`config.mk`:
```
export PLATFORM = sky130hd
export DESIGN_NAME = radix_text_to_signed_int
export DESIGN_NICKNAME = d
export VERILOG_FILES = /design/src/sv/rtsi_pkg.sv /design/src/sv/radix_text_to_signed_int.sv
export SDC_FILE = /design/constraint.sdc
export NUM_CORES = 2
export LEC_CHECK = 0
export BUFFER_PORTS_ARGS = -buffer_cell sky130_fd_sc_hd__buf_4
export CORE_ASPECT_RATIO = 1.75
export CORE_MARGIN = 1.5
export CORE_UTILIZATION = 35
export DETAILED_ROUTE_END_ITERATION = 7
export PLACE_DENSITY_LB_ADDON = 0.25
export SLEW_MARGIN = 0
export SYNTH_ARGS = -nofsm -noshare
export SYNTH_HDL_FRONTEND = slang
export SYNTH_SLANG_ARGS = --single-unit
```
`constraint.sdc`:
```
create_clock -name clk -period 14.33 [get_ports clk]
set_input_delay 2.866 -clock clk [delete_from_list [all_inputs] [get_ports clk]]
set_output_delay 2.866 -clock clk [all_outputs]
set_load 0.005 [all_outputs]
```
`src/sv/rtsi_pkg.sv`:
```
`default_nettype none

package rtsi_pkg;

    typedef struct packed {
        logic [7:0] char_code;
        logic       first;
    } char_item_t;

    typedef struct packed {
        logic signed [63:0] value;
        logic [1:0]         status;
        logic [11:0]        stop_index;
    } result_item_t;

    localparam logic [1:0] ST_OK    = 2'd0;
    localparam logic [1:0] ST_RANGE = 2'd1;
    localparam logic [1:0] ST_EMPTY = 2'd2;

    localparam logic [11:0] STOP_MAX = 12'hFFF;

    localparam logic [7:0] CH_NUL   = 8'h00;
    localparam logic [7:0] CH_TAB   = 8'h09;
    localparam logic [7:0] CH_CR    = 8'h0D;
    localparam logic [7:0] CH_SPACE = 8'h20;
    localparam logic [7:0] CH_PLUS  = 8'h2B;
    localparam logic [7:0] CH_MINUS = 8'h2D;
    localparam logic [7:0] CH_ZERO  = 8'h30;
    localparam logic [7:0] CH_NINE  = 8'h39;
    localparam logic [7:0] CH_UA    = 8'h41;
    localparam logic [7:0] CH_UX    = 8'h58;
    localparam logic [7:0] CH_UZ    = 8'h5A;
    localparam logic [7:0] CH_LA    = 8'h61;
    localparam logic [7:0] CH_LX    = 8'h78;
    localparam logic [7:0] CH_LZ    = 8'h7A;

    localparam logic [5:0] BASE_AUTO = 6'd0;
    localparam logic [5:0] BASE_ONE  = 6'd1;
    localparam logic [5:0] BASE_OCT  = 6'd8;
    localparam logic [5:0] BASE_DEC  = 6'd10;
    localparam logic [5:0] BASE_HEX  = 6'd16;
    localparam logic [5:0] BASE_MAX  = 6'd36;

    localparam logic [1:0] REG_BASE  = 2'd0;
    localparam logic [1:0] REG_CLAMP = 2'd1;

    localparam logic signed [63:0] S64_MAX = 64'sh7FFFFFFFFFFFFFFF;
    localparam logic signed [63:0] S64_MIN = 64'sh8000000000000000;
    localparam logic signed [63:0] S32_MAX = 64'sh000000007FFFFFFF;
    localparam logic signed [63:0] S32_MIN = 64'shFFFFFFFF80000000;

endpackage

`default_nettype wire

```
`src/sv/radix_text_to_signed_int.sv`:
```
// Channel   Direction  Handshake                   Payload
// char      in         char_valid / char_ready     rtsi_pkg::char_item_t
// result    out        result_valid / result_ready rtsi_pkg::result_item_t
// config    in         APB psel/penable/pwrite     base_setting (0x0), clamp_to_32 (0x4)
//
// One character transfer per cycle unless the input stalls; a character is held in the
// hold register and parsed from there, and a string's result goes to the result register.
// One parse step is a 64x6 multiply, an add and a limit compare.
// The input stalls only when a character ends a string while the result register
// still holds an untaken result.
// Reset clears the parser state and the valid flags, not the data registers.
`default_nettype none

module radix_text_to_signed_int #(
    parameter int unsigned MAX_LEN = 4095
) (
    input  wire logic                   clk,
    input  wire logic                   rst_n,
    input  wire logic                   char_valid,
    output logic                        char_ready,
    input  wire rtsi_pkg::char_item_t   char_data,
    output logic                        result_valid,
    input  wire logic                   result_ready,
    output rtsi_pkg::result_item_t      result_data,
    input  wire logic                   psel,
    input  wire logic                   penable,
    input  wire logic                   pwrite,
    input  wire logic [2:0]             paddr,
    input  wire logic [31:0]            pwdata,
    output logic [31:0]                 prdata,
    output logic                        pready
);

    localparam int PW = $clog2(MAX_LEN + 1);
    localparam int SW = (PW > 12) ? PW : 12;
    localparam logic [PW-1:0] POS_MAX = PW'(MAX_LEN);

    localparam logic [2:0] PH_DONE    = 3'd0;
    localparam logic [2:0] PH_SPACE   = 3'd1;
    localparam logic [2:0] PH_SIGNED  = 3'd2;
    localparam logic [2:0] PH_ZERO    = 3'd3;
    localparam logic [2:0] PH_HEXPEND = 3'd4;
    localparam logic [2:0] PH_DIGITS  = 3'd5;

    function automatic logic [6:0] digit_of(input logic [7:0] ch);
        logic [6:0] r;
        r = '0;
        if (ch >= rtsi_pkg::CH_ZERO && ch <= rtsi_pkg::CH_NINE)
        begin
            r = {1'b1, 6'(ch - rtsi_pkg::CH_ZERO)};
        end
        else if (ch >= rtsi_pkg::CH_UA && ch <= rtsi_pkg::CH_UZ)
        begin
            r = {1'b1, 6'(ch - rtsi_pkg::CH_UA + 8'd10)};
        end
        else if (ch >= rtsi_pkg::CH_LA && ch <= rtsi_pkg::CH_LZ)
        begin
            r = {1'b1, 6'(ch - rtsi_pkg::CH_LA + 8'd10)};
        end
        return r;
    endfunction

    logic [5:0] base_setting_reg;
    logic       clamp_reg;

    rtsi_pkg::char_item_t   hold_reg;
    logic                   hold_valid_reg, hold_valid_next;
    rtsi_pkg::result_item_t res_reg, res_next;
    logic                   res_valid_reg, res_valid_next;

    logic [2:0]    phase_reg, phase_next;
    logic          neg_reg, neg_next;
    logic [5:0]    biu_reg, biu_next;
    logic [63:0]   mag_reg, mag_next;
    logic          ovf_reg, ovf_next;
    logic [PW-1:0] pos_reg, pos_next;

    logic [2:0]    ph;
    logic          neg;
    logic [5:0]    biu;
    logic [63:0]   mag;
    logic          ovf;
    logic [PW-1:0] pos;
    logic [7:0]    c;
    logic [6:0]    dg;
    logic          dval;
    logic [5:0]    dv;
    logic [5:0]    b_sig;
    logic          chk_signed, chk_digits;
    logic [69:0]   prod;
    logic [70:0]   acc_sum;
    logic [70:0]   limit;

    logic                   emit;
    logic signed [63:0]     em_val;
    logic [1:0]             em_st;
    logic [PW-1:0]          em_stop;
    logic [SW-1:0]          stop_w;
    logic signed [63:0]     out_val;
    logic                   step_go;

    logic cfg_wr;

    assign pready = 1'b1;
    assign cfg_wr = psel & penable & pwrite;

    always_comb
    begin
        if (paddr[2])
        begin
            prdata = {31'b0, clamp_reg};
        end
        else
        begin
            prdata = {26'b0, base_setting_reg};
        end
    end

    always_ff @(posedge clk or negedge rst_n)
    begin
        if (!rst_n)
        begin
            base_setting_reg <= '0;
            clamp_reg        <= 1'b0;
        end
        else if (cfg_wr)
        begin
            unique case ({1'b0, paddr[2]})
                rtsi_pkg::REG_BASE:  base_setting_reg <= pwdata[5:0];
                rtsi_pkg::REG_CLAMP: clamp_reg        <= pwdata[0];
                default:             ;
            endcase
        end
    end

    always_comb
    begin
        ph  = phase_reg;
        neg = neg_reg;
        biu = biu_reg;
        mag = mag_reg;
        ovf = ovf_reg;
        pos = pos_reg;
        c   = hold_reg.char_code;
        if (hold_reg.first)
        begin
            ph  = PH_SPACE;
            neg = 1'b0;
            biu = '0;
            mag = '0;
            ovf = 1'b0;
            pos = '0;
        end

        dg   = digit_of(c);
        dval = dg[6];
        dv   = dg[5:0];

        phase_next = ph;
        neg_next   = neg;
        biu_next   = biu;
        mag_next   = mag;
        ovf_next   = ovf;
        pos_next   = pos;

        emit    = 1'b0;
        em_val  = '0;
        em_st   = rtsi_pkg::ST_OK;
        em_stop = '0;

        chk_signed = 1'b0;
        chk_digits = 1'b0;

        b_sig = (base_setting_reg == rtsi_pkg::BASE_AUTO) ? rtsi_pkg::BASE_DEC
                                                           : base_setting_reg;
        prod    = 70'(mag) * 70'(biu);
        acc_sum = 71'(prod) + 71'(dv);
        limit   = neg ? 71'(64'h8000000000000000) : 71'(64'h7FFFFFFFFFFFFFFF);

        if (ph != PH_DONE)
        begin
            pos_next = (pos < POS_MAX) ? pos + PW'(1) : pos;
            unique case (ph)
                PH_SPACE:
                begin
                    if (c == rtsi_pkg::CH_NUL)
                    begin
                        emit  = 1'b1;
                        em_st = rtsi_pkg::ST_EMPTY;
                    end
                    else if (c == rtsi_pkg::CH_SPACE ||
                             (c >= rtsi_pkg::CH_TAB && c <= rtsi_pkg::CH_CR))
                    begin
                        phase_next = PH_SPACE;
                    end
                    else if (c == rtsi_pkg::CH_MINUS || c == rtsi_pkg::CH_PLUS)
                    begin
                        neg_next   = (c == rtsi_pkg::CH_MINUS);
                        phase_next = PH_SIGNED;
                    end
                    else
                    begin
                        chk_signed = 1'b1;
                    end
                end
                PH_SIGNED:
                begin
                    chk_signed = 1'b1;
                end
                PH_ZERO:
                begin
                    if (c == rtsi_pkg::CH_LX || c == rtsi_pkg::CH_UX)
                    begin
                        biu_next   = rtsi_pkg::BASE_HEX;
                        phase_next = PH_HEXPEND;
                    end
                    else
                    begin
                        chk_digits = 1'b1;
                    end
                end
                PH_HEXPEND:
                begin
                    if (dval && dv < rtsi_pkg::BASE_HEX)
                    begin
                        mag_next   = 64'(dv);
                        phase_next = PH_DIGITS;
                    end
                    else
                    begin
                        emit    = 1'b1;
                        em_stop = (pos >= POS_MAX) ? POS_MAX : pos - PW'(1);
                    end
                end
                PH_DIGITS:
                begin
                    chk_digits = 1'b1;
                end
                default:
                begin
                    phase_next = PH_DONE;
                end
            endcase
        end

        if (chk_signed)
        begin
            if (base_setting_reg == rtsi_pkg::BASE_ONE ||
                base_setting_reg > rtsi_pkg::BASE_MAX)
            begin
                emit = 1'b1;
            end
            else if (c == rtsi_pkg::CH_ZERO &&
                     (base_setting_reg == rtsi_pkg::BASE_AUTO ||
                      base_setting_reg == rtsi_pkg::BASE_HEX))
            begin
                mag_next   = '0;
                biu_next   = (base_setting_reg == rtsi_pkg::BASE_HEX) ? rtsi_pkg::BASE_HEX
                                                                      : rtsi_pkg::BASE_OCT;
                phase_next = PH_ZERO;
            end
            else if (dval && dv < b_sig)
            begin
                biu_next   = b_sig;
                mag_next   = 64'(dv);
                phase_next = PH_DIGITS;
            end
            else
            begin
                emit = 1'b1;
            end
        end

        if (chk_digits)
        begin
            phase_next = PH_DIGITS;
            if (dval && dv < biu)
            begin
                if (!ovf)
                begin
                    if (biu == '0 || acc_sum > limit)
                    begin
                        ovf_next = 1'b1;
                    end
                    else
                    begin
                        mag_next = acc_sum[63:0];
                    end
                end
            end
            else
            begin
                emit    = 1'b1;
                em_stop = pos;
                if (ovf)
                begin
                    em_st  = rtsi_pkg::ST_RANGE;
                    em_val = neg ? rtsi_pkg::S64_MIN : rtsi_pkg::S64_MAX;
                end
                else
                begin
                    em_val = neg ? -$signed(mag) : $signed(mag);
                end
            end
        end

        if (emit)
        begin
            phase_next = PH_DONE;
        end
    end

    always_comb
    begin
        out_val = em_val;
        if (clamp_reg)
        begin
            if (em_val < rtsi_pkg::S32_MIN)
            begin
                out_val = rtsi_pkg::S32_MIN;
            end
            else if (em_val > rtsi_pkg::S32_MAX)
            begin
                out_val = rtsi_pkg::S32_MAX;
            end
        end
        stop_w = SW'(em_stop);
        res_next.value  = out_val;
        res_next.status = em_st;
        if (stop_w > SW'(rtsi_pkg::STOP_MAX))
        begin
            res_next.stop_index = rtsi_pkg::STOP_MAX;
        end
        else
        begin
            res_next.stop_index = stop_w[11:0];
        end
    end

    assign step_go    = hold_valid_reg & (~emit | ~res_valid_reg | result_ready);
    assign char_ready = ~hold_valid_reg | step_go;

    always_comb
    begin
        hold_valid_next = hold_valid_reg;
        if (char_valid && char_ready)
        begin
            hold_valid_next = 1'b1;
        end
        else if (step_go)
        begin
            hold_valid_next = 1'b0;
        end

        res_valid_next = res_valid_reg & ~result_ready;
        if (step_go && emit)
        begin
            res_valid_next = 1'b1;
        end
    end

    always_ff @(posedge clk or negedge rst_n)
    begin
        if (!rst_n)
        begin
            hold_valid_reg <= 1'b0;
            res_valid_reg  <= 1'b0;
            phase_reg      <= PH_DONE;
            neg_reg        <= 1'b0;
            biu_reg        <= '0;
            mag_reg        <= '0;
            ovf_reg        <= 1'b0;
            pos_reg        <= '0;
        end
        else
        begin
            hold_valid_reg <= hold_valid_next;
            res_valid_reg  <= res_valid_next;
            if (step_go)
            begin
                phase_reg <= phase_next;
                neg_reg   <= neg_next;
                biu_reg   <= biu_next;
                mag_reg   <= mag_next;
                ovf_reg   <= ovf_next;
                pos_reg   <= pos_next;
            end
        end
    end

    always_ff @(posedge clk)
    begin
        if (char_valid && char_ready)
        begin
            hold_reg <= char_data;
        end
        if (step_go && emit)
        begin
            res_reg <= res_next;
        end
    end

    assign result_valid = res_valid_reg;
    assign result_data  = res_reg;

endmodule

`default_nettype wire

```
* After elaboration in Yosys (flattened, before gate mapping) *
Index checks and enable logic that the tools add are counted.

cells by class
  add/sub/neg operators = 9
  multipliers = 1
  $lt $le $gt $ge = 18
  eq/ne operators = 13
  muxes and demuxes = 96
  bitwise operators = 12
  reductions and logical operators = 24

operators by type and width
  cell                                                                number
  2-to-1 mux 64 bit                                                   21
  2-to-1 mux 12 bit                                                   9
  adder 70 x 6 -> 71 bit                                              1
  > comparator 71 x 64 -> 1 bit                                       1
  multiplier 64 x 6 -> 70 bit                                         1
  > comparator 64 x 32 -> 1 bit (second input constant)               1
  < comparator 64 x 32 -> 1 bit (second input constant)               1
  negator 64 bit                                                      1
  2-to-1 mux 6 bit                                                    10
  2-to-1 mux 3 bit                                                    13
  equality test 8 x 6 -> 1 bit (second input constant)                4
  2-to-1 mux 1 bit                                                    29
  2-to-1 mux 7 bit                                                    3
  equality test 8 x 7 -> 1 bit (second input constant)                2
  greater-or-equal comparator 8 x 7 -> 1 bit (second input constant)  2
  less-or-equal comparator 8 x 7 -> 1 bit (second input constant)     2
  adder 12 x 1 -> 12 bit (second input constant)                      1
  adder 6 x 4 -> 6 bit (second input constant)                        2
  greater-or-equal comparator 12 bit (second input constant)          1
  > comparator 12 bit (second input constant)                         1
  logical NOT 6 bit                                                   2
  < comparator 12 bit (second input constant)                         1
  < comparator 6 bit                                                  2
  2-to-1 mux 2 bit                                                    6
  other kinds (27)                                                    56

word-level totals
  register bits after elaboration = 183
  output and inout bits = 113
  word-level logic and storage cells = 188

* Logic depth before layout (Yosys ltp) *
  depth after elaboration = 23
  depth in mapped cells = 44
  depth with buffers taken out = 35

* Worst setup path after synthesis *
No wires, ideal clock.

  kind = register to register
  start point = register hold_reg[0] (netlist name)
  end point = register mag_reg[54]
  data arrival time = 10.094 ns
  path slack = 4.115 ns
  cell stages (with the launch flop) = 41
  buffers on the path = 10
  period minus slack after synthesis = 10.215 ns
  cells stage by stage = edfxtp_1 > clkbuf_1 > buf_2 > clkbuf_1 > clkbuf_1 > clkbuf_1 > clkbuf_1 > nor2b_1 > clkbuf_1 > buf_1 > nand2_1 > fa_1 > fa_1 > inv_1 > fa_1 > fa_1 > ha_1 > o211ai_1 > [... 5 more ...] > o31ai_1 > a211o_1 > a21oi_1 > xnor2_1 > ha_1 > nand4_1 > nor3_1 > a221o_1 > a221oi_1 > a31oi_1 > nor4_1 > nand2_1 > or4_1 > or4_1 > a31o_2 > clkbuf_1 > buf_2 > a22o_1

between the ends
  longest elaborated chain between the ends = 14
  elaborated cells on any way between the ends = 46
  those cells by class = add/sub: 1; mul: 1; order compare: 2; eq/ne: 5; mux: 29; bitwise: 4; reduce/logical: 4

ends and longest elaborated chain
  what                                                                             RTL line                         text
  start, declared                                                                  radix_text_to_signed_int.sv:66   rtsi_pkg::char_item_t hold_reg;
  start signal, assigned                                                           radix_text_to_signed_int.sv:395  hold_reg <= char_data;
  parallel branches: the longest is 14 deep, another holds adder 70 x 6 -> 71 bit  --
  end signal, assigned                                                             radix_text_to_signed_int.sv:384  mag_reg <= mag_next;
  end, declared                                                                    radix_text_to_signed_int.sv:74   logic [63:0] mag_reg, mag_next;

Parallel ways; which one is timed is not known.
A chain may end at the register's enable or synchronous reset.

* Worst setup path in the final report *
  start point = register hold_reg[0] (netlist name)
  end point = register mag_reg[8]

The elaborated chain is that of the path after synthesis.

==> metrics.cfg <==
[critical_path]
crit_cells=33
crit_top_cell=fa_1
critPathRequiredTime_ps=14690
path_buf_inv=4
reg2reg_slack_ps=2740
path_delay_family=compound AO/OA/AOI/OAI gates
r2r-start=hold_reg[0]$_DFFE_PP_
r2r.worst_path.cells=33
slowest_delay_ps=620
crit_path_end=mag_reg[8]$_DFFE_PN0P_
reg2reg_to=mag_reg[8]$_DFFE_PN0P_
crit_fanout=58
slowest_stage=buf_4
arrival_ps=11950
worstSetupEndpointType=flop
start_kind=flop
crit_path_start=hold_reg[0]$_DFFE_PP_
crit_type=reg -> reg

[route]
routed_via_density=5.714
antenna_left=0
vias=22520
wl_per_cell_um=22.04
drc=0
dr.pass1.iters=7
first_iter_violations=1096
routed_wl_mm=86.85

[place]
hpwl_mm=67.90
dp.cells=3909
dp_slack_ps=2939
io_buffers=108
gp_congestion=0.9428
place_area_um2=27720

[timing]
fmax_ghz=0.08629
worst_hold_slack_ps=582.3
grt_setup_unrepaired=no
tightest_slew_ps=1139
finalCritPeriodShare_pct=80.87
skew_ps=20.73
timing.final.max_slew_violations=0
period_minus_slack_ps=11590
relSlewSlack_pct=24.05
fin_tns_setup_ps=0
hold_viol=0
setup_viol=0
worst_slack_ps=2741

[logic_synthesis]
synth_most_common_cell=nand2_1
synth_top_cell_area_share_pct=19.15
syn_area_um2=26340
ys.warnings.count=0
synth_common_cells=nand2_1 (322), fa_1 (252), and2_1 (248), ha_1 (236), inv_1 (210)
syn_inst=3023
yosys_most_used_dff=dfrtp_1
yosysTopAreaCell=fa_1
avgSynthCellArea_um2=8.712
ys_seq_elements=183
ys_top_cells_by_area=fa_1 (19%), ha_1 (11%), edfxtp_1 (9.9%)
synth_cell_type_count=90
async_flop_share_pct=52.46
synth-edff-count=87
synth-seq-area-share_pct=19.04

[hold_path]
hold_class=reg -> reg

[die]
die_w_um=210.4
core.rowCount=132
core-area_um2=74320
initial_core_util_pct=35.44
io_pins=164
die_h_um=365.9
dieArea_um2=76970

[global_routing]
antenna_found_initial=0
grt_max_degree=69
grt_remaining_overflow=0
grt_pass1_vias=23690
grt_use_total_pct=22.92
grt_first_pass_wirelength_mm=136.8

[cts]
cts_resized=0
h-tree-depth=4
cts_root_buf=clkbuf_16
clkSinkCount=183
clk_pin_slew_worst_paths_ps=80
clock_path_buffers=2
cts_hold_buf=0
cts_setup_buffers=0
cts_tree=built
cts_buffers=17
clkLatencyLatePin_ps=480

[power]
ir_drop_uv=84.66
power_mw=1.904
p_leak_nw=13.43
p_per_area_nw_per_um2=67.19

[cells_and_area]
layout-drive-gt1-share_pct=8.492
final_core_util_pct=38.13
synthToLayoutAreaGrowth_pct=7.587
fin_cells=3941
fin_nets=3529
largest_reg_flops=78
antenna_cells=0
finalInstanceArea_um2=28340

[job]
drv_cap=0

[run_status]
status=completed

-- power breakdown --
group          switching, mW  internal, mW  leakage (nW)
Clock                  0.262         0.247         0.301
Sequential            0.0730         0.637          2.16
Combinational          0.465         0.219          11.0
-- worst register-to-register path, delay by kind of cell, from the launching register on --
family | cells | cell delay, ps
xor+xnor | 1 | 170
compound gates | 12 | 3770
simple gates | 10 | 3220
flops | 1 | 590
fa+ha+maj | 6 | 2670
buf+inv | 4 | 1060
-- area by class of cell --
type	count	area [um2]
clock buffers	18	450.4
clock inverters	14	167.7
fillers	7648	45990
inverters	211	792.0
multi-input cells	2439	19700
flip-flops and latches	183	5017
well taps	938	1174
repair buffers	138	1036
-- cell families (layout without fill, tap and decap cells) --
group / Yosys count / count (layout) / share of synthesized area [%]
mux: 21 / 21 / 0.8741
fa+ha+maj: 488 / 488 / 30.37
xor+xnor: 126 / 126 / 4.190
compound gates: 730 / 730 / 18.24
buf+inv: 426 / 381 / 6.741
simple gates: 1047 / 1047 / 20.52
flops: 183 / 183 / 19.04
other cells: 2 / 27 / 0.02851
-- worst min-delay path by stage --
stage                                   from                       end  slack [ps]  cells after the start
floorplan           phase_reg[2]$_DFFE_PN0P_  phase_reg[2]$_DFFE_PN0P_         510                      1
global placement    phase_reg[2]$_DFFE_PN0P_  phase_reg[2]$_DFFE_PN0P_         540                      1
detailed placement  phase_reg[2]$_DFFE_PN0P_  phase_reg[2]$_DFFE_PN0P_         550                      1
CTS                 phase_reg[2]$_DFFE_PN0P_  phase_reg[2]$_DFFE_PN0P_         570                      1
global route        phase_reg[2]$_DFFE_PN0P_  phase_reg[2]$_DFFE_PN0P_         610                      1
finish              phase_reg[2]$_DFFE_PN0P_  phase_reg[2]$_DFFE_PN0P_         580                      1
-- routing by layer --
metal / up-vias / share of wire [%] / GRT usage [%]
li1: 10430 / - / -
met1: 11230 / 36 / 23.93
met2: 604 / 54 / 43.56
met3: 259 / 2.9 / 2.032
met4: 0 / 6.8 / 14.18
met5: - / 0 / 0
-- cell usage in the layout, fill, tap and decap left out, drive strengths merged, types with 37 or more instances in the layout --
cell / synthesis / layout
nand2: 322 / 322
fa: 252 / 252
and2: 248 / 248
ha: 236 / 236
inv: 210 / 219
a21oi: 214 / 214
o21ai: 192 / 192
buf: 54 / 138
nor2: 130 / 130
dfrtp: 96 / 96
xnor2: 94 / 94
edfxtp: 87 / 87
nor3: 66 / 66
a22o: 58 / 58
o31ai: 50 / 50
nor2b: 48 / 48
nand3: 41 / 41
nand4: 40 / 40
nor4: 37 / 37
No activity file was read; power rests on OpenSTA's default activity.
